**src/sv/bmsp_pkg.sv**
```systemverilog
// Package: shared constants, register indexes and word types of the bus master poller.
`default_nettype none
package bmsp_pkg;

  // Number of slave addresses scanned at boot (1..SLAVE_COUNT)
  localparam int SLAVE_COUNT = 16;
  localparam int IDX_W       = (SLAVE_COUNT > 1) ? $clog2(SLAVE_COUNT) : 1;
  localparam int MAP_W       = 16;

  // Configuration register indexes
  typedef enum logic [1:0] {
    CFG_TIMEOUT_TICKS     = 2'd0,
    CFG_POLL_PERIOD_TICKS = 2'd1,
    CFG_ACK_FUNCTION_CODE = 2'd2
  } cfg_idx_t;

  // Input request types
  typedef enum logic [1:0] {
    REQ_TICK  = 2'd0,
    REQ_FRAME = 2'd1,
    REQ_SEND  = 2'd2,
    REQ_NONE  = 2'd3
  } req_kind_t;

  // Reset values of the configuration registers
  localparam logic [7:0]  TIMEOUT_RESET     = 8'd10;
  localparam logic [7:0]  POLL_PERIOD_RESET = 8'd100;
  localparam logic [15:0] ACK_FUNC_RESET    = 16'd1;

  typedef struct packed {
    logic [1:0]  req_type;
    logic [7:0]  rx_address;
    logic [15:0] rx_function;
  } in_word_t;

  typedef struct packed {
    logic        tx_valid;
    logic [7:0]  tx_address;
    logic [15:0] tx_function;
    logic        waiting;
    logic        timed_out;
    logic        boot_done;
    logic [15:0] active_map;
  } out_word_t;

  typedef struct packed {
    logic [1:0]  index;
    logic [15:0] data;
  } cfg_word_t;

  // Live configuration handed from the register file to the core
  typedef struct packed {
    logic [7:0]  timeout_ticks;
    logic [7:0]  poll_period_ticks;
    logic [15:0] ack_function_code;
  } cfg_regs_t;

endpackage
`default_nettype wire

```
**src/sv/bmsp_ifs.sv**
```systemverilog
// Interfaces: valid/ready channels for requests, results and configuration writes.
`default_nettype none
interface bmsp_in_if import bmsp_pkg::*; ();
  logic     valid;
  logic     ready;
  in_word_t data;
  modport source (output valid, output data, input ready);
  modport sink   (input valid, input data, output ready);
endinterface

interface bmsp_out_if import bmsp_pkg::*; ();
  logic      valid;
  logic      ready;
  out_word_t data;
  modport source (output valid, output data, input ready);
  modport sink   (input valid, input data, output ready);
endinterface

interface bmsp_cfg_if import bmsp_pkg::*; ();
  logic      valid;
  logic      ready;
  cfg_word_t data;
  modport source (output valid, output data, input ready);
  modport sink   (input valid, input data, output ready);
endinterface
`default_nettype wire

```
**src/sv/bmsp_cfg_regs.sv**
```systemverilog
// Configuration register file: timeout, poll period and acknowledge function code.
`default_nettype none
module bmsp_cfg_regs import bmsp_pkg::*; (
  input  wire logic   clk,
  input  wire logic   rst,
  bmsp_cfg_if.sink    cfg,
  output cfg_regs_t   regs
);

  logic [7:0]  timeout_ticks;
  logic [7:0]  poll_period_ticks;
  logic [15:0] ack_function_code;

  // Writes are always accepted
  assign cfg.ready = 1'b1;

  always_ff @(posedge clk) begin
    if (rst) begin
      timeout_ticks     <= TIMEOUT_RESET;
      poll_period_ticks <= POLL_PERIOD_RESET;
      ack_function_code <= ACK_FUNC_RESET;
    end else if (cfg.valid) begin
      case (cfg_idx_t'(cfg.data.index))
        CFG_TIMEOUT_TICKS:     timeout_ticks     <= cfg.data.data[7:0];
        CFG_POLL_PERIOD_TICKS: poll_period_ticks <= cfg.data.data[7:0];
        CFG_ACK_FUNCTION_CODE: ack_function_code <= cfg.data.data;
        default: ;
      endcase
    end
  end

  assign regs.timeout_ticks     = timeout_ticks;
  assign regs.poll_period_ticks = poll_period_ticks;
  assign regs.ack_function_code = ack_function_code;

endmodule
`default_nettype wire

```
**src/sv/bmsp_core.sv**
```systemverilog
// Poller core: per-word state update (timers, boot scan, poll rounds, active map).
`default_nettype none
module bmsp_core import bmsp_pkg::*; (
  input  wire logic      clk,
  input  wire logic      rst,
  input  wire logic      step,
  input  wire in_word_t  word,
  input  wire cfg_regs_t regs,
  output out_word_t      result
);

  logic                   normal_mode, normal_mode_next;
  logic [6:0]             boot_index, boot_index_next;
  logic [6:0]             poll_index, poll_index_next;
  logic                   poll_pending, poll_pending_next;
  logic                   wait_flag, wait_flag_next;
  logic                   timeout_flag, timeout_flag_next;
  logic [7:0]             wait_address, wait_address_next;
  logic [15:0]            wait_function, wait_function_next;
  logic [7:0]             reply_timer, reply_timer_next;
  logic [7:0]             period_counter, period_counter_next;
  logic [SLAVE_COUNT-1:0] slave_active, slave_active_next;

  logic        start;
  logic [7:0]  start_addr;
  logic [7:0]  rx_idx;
  logic        rx_in_range;

  // Received address to slave bit index
  assign rx_idx      = word.rx_address - 8'd1;
  assign rx_in_range = (word.rx_address >= 8'd1) &&
                       ({24'd0, word.rx_address} <= 32'(SLAVE_COUNT));

  // Next state for one accepted word
  always_comb begin
    normal_mode_next    = normal_mode;
    boot_index_next     = boot_index;
    poll_index_next     = poll_index;
    poll_pending_next   = poll_pending;
    wait_flag_next      = wait_flag;
    timeout_flag_next   = timeout_flag;
    wait_address_next   = wait_address;
    wait_function_next  = wait_function;
    reply_timer_next    = reply_timer;
    period_counter_next = period_counter;
    slave_active_next   = slave_active;
    start               = 1'b0;
    start_addr          = 8'd0;

    case (req_kind_t'(word.req_type))
      REQ_TICK: begin
        if (wait_flag) begin
          reply_timer_next = reply_timer + 8'd1;
          if (reply_timer_next > regs.timeout_ticks) begin
            timeout_flag_next = 1'b1;
            wait_flag_next    = 1'b0;
            reply_timer_next  = 8'd0;
          end
        end
        if (period_counter >= regs.poll_period_ticks) begin
          poll_pending_next   = 1'b1;
          period_counter_next = 8'd1;
        end else begin
          period_counter_next = period_counter + 8'd1;
        end
      end
      REQ_FRAME: begin
        if (wait_flag) begin
          if (word.rx_address == wait_address && word.rx_function == wait_function &&
              word.rx_function == regs.ack_function_code && rx_in_range) begin
            slave_active_next[rx_idx[IDX_W-1:0]] = 1'b1;
          end
          wait_flag_next    = 1'b0;
          timeout_flag_next = 1'b0;
        end
      end
      REQ_SEND: begin
        // Boot scan: one acknowledge request per address
        if (!normal_mode) begin
          if ({25'd0, boot_index} >= 32'(SLAVE_COUNT)) begin
            normal_mode_next = 1'b1;
          end else if (!wait_flag) begin
            start           = 1'b1;
            start_addr      = {1'b0, boot_index} + 8'd1;
            boot_index_next = boot_index + 7'd1;
          end
        end
        // Poll round over active slaves
        if (normal_mode_next && poll_pending) begin
          if ({25'd0, poll_index} >= 32'(SLAVE_COUNT)) begin
            poll_index_next   = 7'd0;
            poll_pending_next = 1'b0;
          end else if (!wait_flag) begin
            if (slave_active[poll_index[IDX_W-1:0]]) begin
              start      = 1'b1;
              start_addr = {1'b0, poll_index} + 8'd1;
            end
            poll_index_next = poll_index + 7'd1;
          end
        end
        if (start) begin
          wait_flag_next     = 1'b1;
          timeout_flag_next  = 1'b0;
          wait_address_next  = start_addr;
          wait_function_next = regs.ack_function_code;
          reply_timer_next   = 8'd0;
        end
      end
      default: ;
    endcase
  end

  // Result word: send info plus state after the word
  always_comb begin
    result.tx_valid    = start;
    result.tx_address  = start ? start_addr : 8'd0;
    result.tx_function = start ? regs.ack_function_code : 16'd0;
    result.waiting     = wait_flag_next;
    result.timed_out   = timeout_flag_next;
    result.boot_done   = normal_mode_next;
    for (int i = 0; i < MAP_W; i++) begin
      result.active_map[i] = (i < SLAVE_COUNT) ? slave_active_next[i % SLAVE_COUNT] : 1'b0;
    end
  end

  // State registers
  always_ff @(posedge clk) begin
    if (rst) begin
      normal_mode    <= 1'b0;
      boot_index     <= 7'd0;
      poll_index     <= 7'd0;
      poll_pending   <= 1'b0;
      wait_flag      <= 1'b0;
      timeout_flag   <= 1'b0;
      wait_address   <= 8'd0;
      wait_function  <= 16'd0;
      reply_timer    <= 8'd0;
      period_counter <= 8'd0;
      slave_active   <= '0;
    end else if (step) begin
      normal_mode    <= normal_mode_next;
      boot_index     <= boot_index_next;
      poll_index     <= poll_index_next;
      poll_pending   <= poll_pending_next;
      wait_flag      <= wait_flag_next;
      timeout_flag   <= timeout_flag_next;
      wait_address   <= wait_address_next;
      wait_function  <= wait_function_next;
      reply_timer    <= reply_timer_next;
      period_counter <= period_counter_next;
      slave_active   <= slave_active_next;
    end
  end

  // Normal mode is never left once entered
  a_mode_sticky: assert property (@(posedge clk) disable iff (rst)
    $past(normal_mode) && !$past(rst) |-> normal_mode)
    else $error("normal mode dropped");

  // A slave once marked active stays active
  a_active_sticky: assert property (@(posedge clk) disable iff (rst)
    !$past(rst) |-> ((slave_active & $past(slave_active)) == $past(slave_active)))
    else $error("active slave cleared");

  // A sent request always opens a fresh wait
  a_send_waits: assert property (@(posedge clk) disable iff (rst)
    step && start |=> wait_flag && !timeout_flag && reply_timer == 8'd0)
    else $error("send without wait");

  // Boot scan only advances while in boot mode
  a_boot_index: assert property (@(posedge clk) disable iff (rst)
    normal_mode |=> $stable(boot_index))
    else $error("boot index moved in normal mode");

endmodule
`default_nettype wire

```
**src/sv/bmsp_out_reg.sv**
```systemverilog
// Output register: holds one result word until the receiver takes it.
`default_nettype none
module bmsp_out_reg import bmsp_pkg::*; (
  input  wire logic      clk,
  input  wire logic      rst,
  input  wire logic      load,
  input  wire out_word_t result,
  output logic           can_load,
  bmsp_out_if.source     rsp
);

  logic      valid;
  out_word_t data;

  // Room when empty or when the held word leaves this cycle
  assign can_load = !valid || rsp.ready;

  always_ff @(posedge clk) begin
    if (rst) begin
      valid <= 1'b0;
    end else if (can_load) begin
      valid <= load;
    end
  end

  always_ff @(posedge clk) begin
    if (load && can_load) begin
      data <= result;
    end
  end

  assign rsp.valid = valid;
  assign rsp.data  = data;

endmodule
`default_nettype wire

```
**src/sv/bus_master_slave_poller.sv**
```systemverilog
// Top level: bus master that scans for slaves at boot and then polls the active ones.
//
// Channels:
//   req - request words: 10 ms tick, received frame (address, function) or send step.
//   rsp - one result word per request word: request sent (address, function),
//         waiting / timed_out / boot_done flags and the map of active slaves.
//   cfg - register writes: 0 timeout ticks, 1 poll period ticks, 2 ack function code.
// Timing: a request word's result word is formed combinationally and captured in
// the output register, which raises rsp.valid. Throughput: one word per cycle
// unless rsp.ready stalls, since the whole state update is one pass of logic
// between the state registers and the output register.
// Reset (rst, synchronous): all state cleared, boot mode, no slave active,
// registers back to 10 / 100 / 1. No clearing pass; words are taken right away.
// Stall: while a result waits and rsp.ready is low, req.ready is low; a result
// leaving in the same cycle lets the next request in. Config writes are always
// taken and must be issued only while no result is outstanding.
`default_nettype none
module bus_master_slave_poller import bmsp_pkg::*; (
  input  wire logic  clk,
  input  wire logic  rst,
  bmsp_in_if.sink    req,
  bmsp_out_if.source rsp,
  bmsp_cfg_if.sink   cfg
);

  cfg_regs_t regs;
  out_word_t result;
  logic      can_load;
  logic      step;

  assign req.ready = can_load;
  assign step      = req.valid && can_load;

  bmsp_cfg_regs u_cfg (
    .clk  (clk),
    .rst  (rst),
    .cfg  (cfg),
    .regs (regs)
  );

  bmsp_core u_core (
    .clk    (clk),
    .rst    (rst),
    .step   (step),
    .word   (req.data),
    .regs   (regs),
    .result (result)
  );

  bmsp_out_reg u_out (
    .clk      (clk),
    .rst      (rst),
    .load     (step),
    .result   (result),
    .can_load (can_load),
    .rsp      (rsp)
  );

endmodule
`default_nettype wire
```
**src/flat_wrapper.sv**
```systemverilog
// flat-port wrapper written by rule: the top's interface ports become plain ports
module bus_master_slave_poller_flat import bmsp_pkg::*;
  (clk, rst, req_valid, req_data, req_ready, rsp_valid, rsp_data, rsp_ready, cfg_valid, cfg_data, cfg_ready);
  bmsp_in_if req_i ();
  bmsp_out_if rsp_i ();
  bmsp_cfg_if cfg_i ();
  input  wire logic clk;
  input  wire logic rst;
  input wire logic [$bits(req_i.valid)-1:0] req_valid;
  input wire logic [$bits(req_i.data)-1:0] req_data;
  output wire logic [$bits(req_i.ready)-1:0] req_ready;
  output wire logic [$bits(rsp_i.valid)-1:0] rsp_valid;
  output wire logic [$bits(rsp_i.data)-1:0] rsp_data;
  input wire logic [$bits(rsp_i.ready)-1:0] rsp_ready;
  input wire logic [$bits(cfg_i.valid)-1:0] cfg_valid;
  input wire logic [$bits(cfg_i.data)-1:0] cfg_data;
  output wire logic [$bits(cfg_i.ready)-1:0] cfg_ready;
  assign req_i.valid = req_valid;
  assign req_i.data = req_data;
  assign req_ready = req_i.ready;
  assign rsp_valid = rsp_i.valid;
  assign rsp_data = rsp_i.data;
  assign rsp_i.ready = rsp_ready;
  assign cfg_i.valid = cfg_valid;
  assign cfg_i.data = cfg_data;
  assign cfg_ready = cfg_i.ready;
  bus_master_slave_poller u_core (.clk(clk), .rst(rst), .req(req_i), .rsp(rsp_i), .cfg(cfg_i));
endmodule
```
**config.mk**
```make
export PLATFORM = sky130hd
export DESIGN_NAME = bus_master_slave_poller_flat
export DESIGN_NICKNAME = d
export VERILOG_FILES = /design/src/sv/bmsp_pkg.sv /design/src/sv/bmsp_ifs.sv /design/src/sv/bmsp_cfg_regs.sv /design/src/sv/bmsp_core.sv /design/src/sv/bmsp_out_reg.sv /design/src/sv/bus_master_slave_poller.sv /design/src/flat_wrapper.sv
export SDC_FILE = /design/constraint.sdc
export NUM_CORES = 1
export LEC_CHECK = 0
export BUFFER_PORTS_ARGS = -buffer_cell sky130_fd_sc_hd__buf_2
export CORE_MARGIN = 5
export CORE_UTILIZATION = 30
export DETAILED_ROUTE_END_ITERATION = 10
export HOLD_SLACK_MARGIN = 0.06
export PLACE_DENSITY_LB_ADDON = 0.25
export SLEW_MARGIN = 20
export SYNTH_ARGS = -nofsm -noshare
export SYNTH_HDL_FRONTEND = slang
export SYNTH_SLANG_ARGS = --single-unit
export TNS_END_PERCENT = 1
```
**constraint.sdc**
```tcl
create_clock -name clk -period 3.3 [get_ports clk]
set_input_delay 0.33 -clock clk [delete_from_list [all_inputs] [get_ports clk]]
set_output_delay 0.33 -clock clk [all_outputs]
set_load 0.05 [all_outputs]
```
* Word-level counts from Yosys, hierarchy flattened
Cells that the tools add are included.
Word-level totals: bits of input ports 49, bits in read-only memories 0, latch bits 0, output and inout bits 47, memory bits (writable) 0, memories kept 0, register bits 151, logic and storage cells 125
Operators by class: equality and inequality tests 13, reductions and logical operators 23, bitwise gates (word level) 4, shifts and indexed selects 0, add/subtract/negate cells 7, $lt $le $gt $ge 9, $mul 0, multiplexer cells 47, div/mod/pow operators 0
Operator list (number):
- 2-to-1 mux 8 bit | 11
- 2-to-1 mux 16 bit | 3
- == test 16 bit | 2
- 2-to-1 mux 1 bit | 25
- adder 7 x 1 -> 8 bit (second input constant) | 2
- adder 8 x 1 -> 8 bit (second input constant) | 2
- bitwise OR 16 bit | 1
- case mux 8 bit (2 select lines) | 1
- adder 7 x 1 -> 7 bit (second input constant) | 2
- greater-or-equal comparator 7 x 5 -> 1 bit (second input constant) | 2
- 2-to-1 mux 7 bit | 2
- less-than comparator 4 x 5 -> 1 bit (second input constant) | 2
- != test 2 bit (second input constant) | 5
- AND reduction 2 bit | 5
- AND reduction 5 bit | 2
- == test 8 bit | 1
- greater-or-equal comparator 8 x 1 -> 1 bit (second input constant) | 1
- greater-or-equal comparator 8 bit | 1
- > comparator 8 bit | 1
- less-or-equal comparator 8 x 5 -> 1 bit (second input constant) | 1
- logical AND 1 bit | 8
- AND reduction 4 bit | 2
- case mux 1 bit (3 select lines) | 2
- binary-select mux 1 bit (select 4 bit) | 1
- other kinds (13) | 18

* Logic depth before layout (Yosys ltp)
Gate-level depths: netlist of run 1.
depth in word-level cells 10, mapped depth 11, gate-level depth less buffers 11

* By module
From an unflattened synthesis of run 1, not the netlist that was laid out.
Unflattened totals: cells, all modules 712, area, all modules 7269.5 um^2
By module, submodules not included:
- bmsp_core | times used 1, area each 4489.3 um^2, cells an instance 526, seq. area each 1481.4 um^2
- bmsp_cfg_regs | times used 1, area each 1397.6 um^2, cells an instance 136, seq. area each 640.6 um^2
- bmsp_out_reg | times used 1, area each 1376.3 um^2, cells an instance 49, seq. area each 1341.3 um^2
- bus_master_slave_poller | times used 1, area each 6.3 um^2, cells an instance 1, seq. area each 0.0 um^2

* Worst setup path after synthesis of run 1
No wires, ideal clock.
path type register -> register, start point reg u_core.u_out.valid (netlist: u_core.u_out.rsp.valid), end point reg u_core.u_out.rsp.data[0] (netlist name), buffers on the path 0, clock period less this slack 2.708 ns, library setup time 0.400 ns, stages on the path, launching flop included 5, setup slack 0.592 ns, required time 2.900 ns, data arrival time 2.308 ns, cell sequence dfxtp_1 -> nor2b_1 -> inv_1 -> nand2_1 -> inv_1
On the way: cells in the longest elaborated chain, start to end 4
RTL lines:
- start: declaration | RTL line bmsp_out_reg.sv:12 | logic valid;
- start signal: assignment | RTL line bmsp_out_reg.sv:22 | valid <= load;
- zero test 1 bit | RTL line bmsp_out_reg.sv:16 | assign can_load = !valid || rsp.ready;
- logical OR 1 bit | RTL line bmsp_out_reg.sv:16
- via req_ready | RTL line flat_wrapper.sv:11 | output wire logic [$bits(req_i.ready)-1:0] req_ready;
- logical AND 1 bit | RTL line bus_master_slave_poller.sv:32 | assign step = req.valid && can_load;
- via u_core.step | RTL line bus_master_slave_poller.sv:29 | logic step;
- logical AND 1 bit | RTL line bmsp_out_reg.sv:27 | if (load && can_load) begin
The timed path passes the listed nets, and every way through them passes these cells. A chain may end at the register's enable or synchronous reset.

* Final worst setup path of run 1
start point reg u_core.u_core.reply_timer[0], end point reg u_core.u_core.reply_timer[5]
On the way: cells in the longest elaborated chain, start to end 5
RTL lines:
- start: declaration | RTL line bmsp_core.sv:20 | logic [7:0] reply_timer, reply_timer_next;
- start signal: assignment | RTL line bmsp_core.sv:149 | reply_timer <= reply_timer_next;
- adder 8 x 1 -> 8 bit (*) | RTL line bmsp_core.sv:53 | reply_timer_next = reply_timer + 8'd1;
- > comparator 8 bit | RTL line bmsp_core.sv:54 | if (reply_timer_next > regs.timeout_ticks) begin
- 2-to-1 mux 8 bit (*) | RTL line bmsp_core.sv:54
- 2-to-1 mux 8 bit (*) | RTL line bmsp_core.sv:52 | if (wait_flag) begin
- case mux 8 bit (2 select lines) (*) | RTL line bmsp_core.sv:50 | case (req_kind_t'(word.req_type))
Mark *: on every way between the ends. The rest lies on a longest branch, timed or not. The select of a mux whose other input is x is not followed.

==> results of run 1 <==
## worst max-delay path, cell delays in order (launching register included)
cell      delay (ps)
dfxtp_1          410
and3_1           170
nand3_1          150
nor2_1           160
xor2_1           210
ha_1             290
nand4_1          120
nor2_1            70
a211oi_1         450
nor4_2           190
and3_1           250
a221o_1          250
## per-layer routing
metal  vias up  wire (um)  GRT usage  share of wire
li1       2726          -          -              -
met1      2401       8410      0.177           0.50
met2        92       7590      0.205           0.45
met3        20        604     0.0260          0.036
met4         0        258     0.0442          0.015
met5         -          0          0              0
## cell usage in the layout (no fill, tap or decap), types with 4 or more instances in the layout
cell | Yosys | routed
o21bai_1 | 16 | 16
nor2_1 | 64 | 64
a21oi_1 | 45 | 45
edfxtp_1 | 44 | 44
buf_4 | 1 | 11
and2_1 | 19 | 19
xnor2_1 | 30 | 30
clkbuf_16 | 0 | 17
dfxtp_1 | 107 | 107
nor2b_1 | 11 | 11
or3_1 | 4 | 4
inv_1 | 25 | 24
conb_1 | 2 | 4
a22o_1 | 5 | 5
nand4_1 | 14 | 14
nand3_1 | 20 | 20
o2bb2ai_1 | 13 | 13
a21o_1 | 4 | 4
and3_1 | 14 | 14
inv_6 | 0 | 5
nor3b_1 | 4 | 4
nand2b_1 | 6 | 6
mux2i_1 | 27 | 27
nand2_1 | 66 | 66
o21ai_0 | 10 | 10
o211ai_1 | 8 | 8
xor2_1 | 12 | 12
o21a_1 | 5 | 5
buf_2 | 1 | 94
or2_2 | 4 | 4
or4_1 | 4 | 4
nor3_1 | 17 | 17
nor4_1 | 5 | 5
ha_1 | 22 | 22
## cells by family (layout without fill, tap and decap cells)
| family | after synthesis | in the layout | synth area share |
|---|---|---|---|
| simple gates | 275 | 275 | 0.207 |
| buf+inv | 50 | 162 | 0.0361 |
| other cells | 2 | 4 | 0.00106 |
| xor+xnor | 42 | 42 | 0.0521 |
| flops | 151 | 151 | 0.490 |
| fa+ha+maj | 22 | 22 | 0.0390 |
| compound gates | 133 | 133 | 0.135 |
| mux | 28 | 28 | 0.0399 |
## worst paths after layout
kind / start / end / slack, ps / depth (start not counted)
worst max-delay path: u_core.u_core.reply_timer[0] / u_core.u_core.reply_timer[5] / 460 / 11
worst min-delay path: cfg_data[15] / u_core.u_cfg.ack_function_code[15] / 150 / 3
worst max register to register: u_core.u_core.reply_timer[0] / u_core.u_core.reply_timer[5] / 460 / 11
worst min register to register: u_core.u_cfg.poll_period_ticks[1] / u_core.u_cfg.poll_period_ticks[1] / 460 / 2
## final cells by class
| class | instances | area, sq um |
|---|---|---|
| Clock buffer | 17 | 425 |
| Clock inverter | 15 | 191 |
| Fill cell | 2370 | 14800 |
| Inverter | 25 | 95.1 |
| Multi-Input combinational cell | 504 | 3360 |
| Sequential cell | 151 | 3460 |
| Tap cell | 319 | 399 |
| Timing Repair Buffer | 105 | 553 |
## flip-flops by register name (all words and copies together), names as in the netlist, 16 cells and up
name,cells
u_core.u_out.rsp.data,44
u_core.u_core.slave_active,16
u_core.u_core.wait_function,16
u_core.u_cfg.ack_function_code,16
## where the power goes
part	switching, mW	total (mW)	internal [mW]
sequential	0.0245	1.98	1.96
combinational	0.269	0.376	0.108
clock	0.820	2.03	1.21
total	1.11	4.39	3.27
## through the flow
stage / cell area (sq um) / hold slack [ps] / utilization / power [mW] / cells
floorplan: 7070 / 431 / - / 2.28 / 705
global placement: 7870 / 447 / 0.337 / 2.40 / 1104
detailed placement: 7870 / 450 / 0.337 / 2.41 / 1104
CTS: 8490 / 131 / 0.364 / 4.46 / 1136
global route: 8490 / 156 / 0.364 / 4.56 / 1136
finish: 8490 / 152 / 0.364 / 4.39 / 1136
==> impl_metrics.toml, run 1 <==
[setup_path]
cp.arrival_ps = 3140
worstSetupPathType = "reg -> reg"
crit_required_ps = 3600
end_kind = "register"
start_kind = "register"
cp_max_fo = 8

[global_route]
grt.overflow.total = 0
antenna_found_initial = 0
grt_pass1_vias = 5183
grt_pass1_wl_mm = 27.4
grt_max_degree = 47
grt.total_usage = 0.130

[sta]
relSlewSlack = 0.422
timing.fmax_mhz = 352
setup_viol = 0
slew_violations = 0
tns_ps = 0
skew_ps = 10.0
hold_violations = 0
worst_pin_slew_ps = 867
fin_crit_ps = 2840
grt_setup_unrepaired = "no"
fin_ws_ps = 460
finalCritPeriodShare = 0.860

[detailed_routing]
first_pass_iters = 4
ant_nets = 0
vias_per_cell = 4.61
drt_iter0_drc = 250
drt-wirelength-per-cell_um = 14.8
drc = 0
wl_mm = 16.9
vias = 5239

[placement]
gp_congestion = 0.835
place_ws_ps = 486
post-dp-hpwl_mm = 12.4
port_buffers = 94

[synth]
yosys.area.top_type_share = 0.303
syn_avg_cell_area_sq_um = 10.0
synth_cell_types = 76
netlist_area_sq_um = 7060
synth_most_common_cell = "dfxtp_1"
synth_edf_count = 44
yosys-top-cells-area = "dfxtp_1, edfxtp_1, ha_1"
syn_inst = 703
ys_ff_latch = 151
synthTopCellsByCount = "dfxtp_1, nand2_1, nor2_1"
async_flop_share = 0
yosysSeqAreaShare = 0.490
dominantRegCellSynth = "dfxtp_1"
yosys.area.top_type = "dfxtp_1"
yosys_warnings = 0

[die]
die_x_um = 163
start_util = 0.303
core_area_sq_um = 23300
io_pins = 96
rows = 56
die_h_um = 163
dieArea_sq_um = 26700

[power]
p_per_area_nw_per_um2 = 517
ir_worst_vdd_v = 0.000267
p_leak_nw = 3.25

[cts]
cts-htree-levels = 4
cts.clk_slew.worst_paths_ps = 70
cts_tree = "yes"
post_cts_buffers = 0
clk_latency_ps = 420
cts_buffer_depth = 2
clock-sinks = 151
cts_hold_buffers = 0
cts_made_buffers = 17
cts-root-buf = "clkbuf_16"
cts_resized = 0

[layout]
nets = 875
diodes = 0
layout-drive-gt1-share = 0.208
syn2layout_area_growth_pct = 20.2

[worst_hold_path]
hold_class = "in -> reg"

[status]
status = "completed"

[job]
timing.max_cap.violations = 0
No activity file was read; power rests on OpenSTA's default activity.
==> run 2: changes to the inputs <==
- CORE_MARGIN: 5 -> 8
- CORE_UTILIZATION: 30 -> 35
==> impl_metrics.toml, run 2 (synthesized netlist as in run 1, its figures left out) <==
[layout]
final_cells = 1082
nets = 870
syn2layout_area_growth_pct = 18.4
layout_commonest_cell = "dfxtp_1"
fin_util = 0.417
layout-drive-gt1-share = 0.202
largest_register_ffs = 44
largest_register = "u_core.u_out.rsp.data"
fin_area_sq_um = 8360
diodes = 0
layout_common_cells = "dfxtp_1, buf_2, nand2_1"

[setup_path]
startpoint = "u_core.u_core.reply_timer[0]"
rr_startpoint = "u_core.u_core.reply_timer[0]"
r2r_slack_ps = 500
cp_max_fo = 8
cp_common_cell = "nor2_1"
crit_required_ps = 3670
rr_worst_depth = 11
critical_path.top_delay_family = "simple AND/OR/NAND/NOR gates"
path_buf_inv = 0
end_kind = "register"
start_kind = "register"
slowest_stage = "nor4_2"
worstSetupPathType = "reg -> reg"
crit_chain = "and3_1, nand3_1, nor2_1, xor2_1, ha_1, nand4_1, nor2_1, a21oi_1, nor4_2, o21ai_0, a21bo_2"
max_stage_delay_ps = 700
cp.arrival_ps = 3170
rr_endpoint = "u_core.u_core.reply_timer[2]"

[sta]
hold_violations = 0
slew_violations = 0
setup_viol = 0
timing.fmax_mhz = 357
hold_ws_ps = 143
tns_ps = 0
worst_pin_slew_ps = 1090
fin_crit_ps = 2800
grt_setup_unrepaired = "no"
skew_ps = 8.89
relSlewSlack = 0.274
finalCritPeriodShare = 0.848

[cts]
clock-sinks = 151
cts.clk_slew.worst_paths_ps = 70
cts_tree = "yes"
cts_made_buffers = 17
cts-root-buf = "clkbuf_16"
cts_hold_buffers = 0
cts_buffer_depth = 2
clk_latency_ps = 430
cts_resized = 0
post_cts_buffers = 0
cts-htree-levels = 4

[worst_hold_path]
hold_class = "in -> reg"
hold_start = "cfg_data[15]"
hold_end = "u_core.u_cfg.ack_function_code[15]"
hold_path_depth = 3

[die]
core_area_sq_um = 20000
rows = 52
die_x_um = 158
die_h_um = 158
start_util = 0.352
dieArea_sq_um = 25000
io_pins = 96

[placement]
port_buffers = 94
postPlaceCellArea_sq_um = 7770
post-dp-hpwl_mm = 12.1
dp.cells = 1050
gp_congestion = 0.763

[job]
timing.max_cap.violations = 0

[global_route]
antenna_found_initial = 1
grt_pass1_vias = 5155
grt.overflow.total = 0
grt_max_degree = 47
grt.total_usage = 0.137
grt_pass1_wl_mm = 26.8

[detailed_routing]
vias_per_cell = 4.87
drt_iter0_drc = 312
drt-wirelength-per-cell_um = 15.2
vias = 5271
wl_mm = 16.5
drc = 0
first_pass_iters = 4
ant_nets = 0

[power]
p_leak_nw = 3.20
ir_worst_vdd_v = 0.000252
p_per_area_nw_per_um2 = 515

[status]
status = "completed"
-- run 2: changes by cell type in the layout (fill, tap and decap cells not counted) --
cell        change
clkinvlp_4      +4
clkinv_2        -2
clkinv_4        -3
buf_4           -5
inv_8           +1
inv_2           +1
inv_6           -1
clkinv_1        +1
bufinv_16       -1
-- run 2: per-stage QoR --
step | setup WS (ps) | total power, mW
finish | 501 | 4.30
global route | 155 | 4.45
CTS | 507 | 4.34
detailed placement | 524 | 2.40
global placement | 570 | 2.40
floorplan | 592 | 2.28
-- run 2: worst reg2reg max path: cells and delay by family, from the launching register on --
| kind | cells | cell delay (ps) |
|---|---|---|
| flip-flops | 1 | 400 |
| adder cells (fa/ha/maj) | 1 | 320 |
| AO/OA/AOI/OAI | 3 | 480 |
| XOR/XNOR | 1 | 100 |
| AND/OR/NAND/NOR | 6 | 1460 |
-- run 2: area by class of cell --
type                    instances  area, sq um
multi-input cells             504         3360
clock inverters                15          166
fillers                      1968        11700
well taps                     270          338
clock buffers                  17          425
flip-flops and latches        151         3460
inverters                      25         93.8
repair buffers                100          515
-- run 2: power by group --
part,switching (mW),total [mW],internal [mW]
registers,0.0247,1.98,1.96
clock network,0.819,1.95,1.13
logic,0.269,0.374,0.105
total,1.11,4.30,3.19
-- run 2: worst max path at each step --
| stage | cells past startpoint | endpoint |
|---|---|---|
| 4_1_cts | 11 | u_core.u_core.reply_timer[2] |
| 2_1_floorplan | 4 | u_core.u_out.rsp.data[0] |
| 6_report | 11 | u_core.u_core.reply_timer[2] |
| 3_5_place_dp | 11 | u_core.u_core.reply_timer[2] |
| 5_1_grt | 11 | u_core.u_core.reply_timer[2] |
| 3_3_place_gp | 11 | u_core.u_core.reply_timer[2] |
-- run 2: metal layers --
layer,global-route usage,wire length [um],up-vias
li1,-,-,2703
met1,0.178,8020,2444
met2,0.222,7440,109
met3,0.0341,873,13
met4,0.0364,163,2
met5,0,8,-
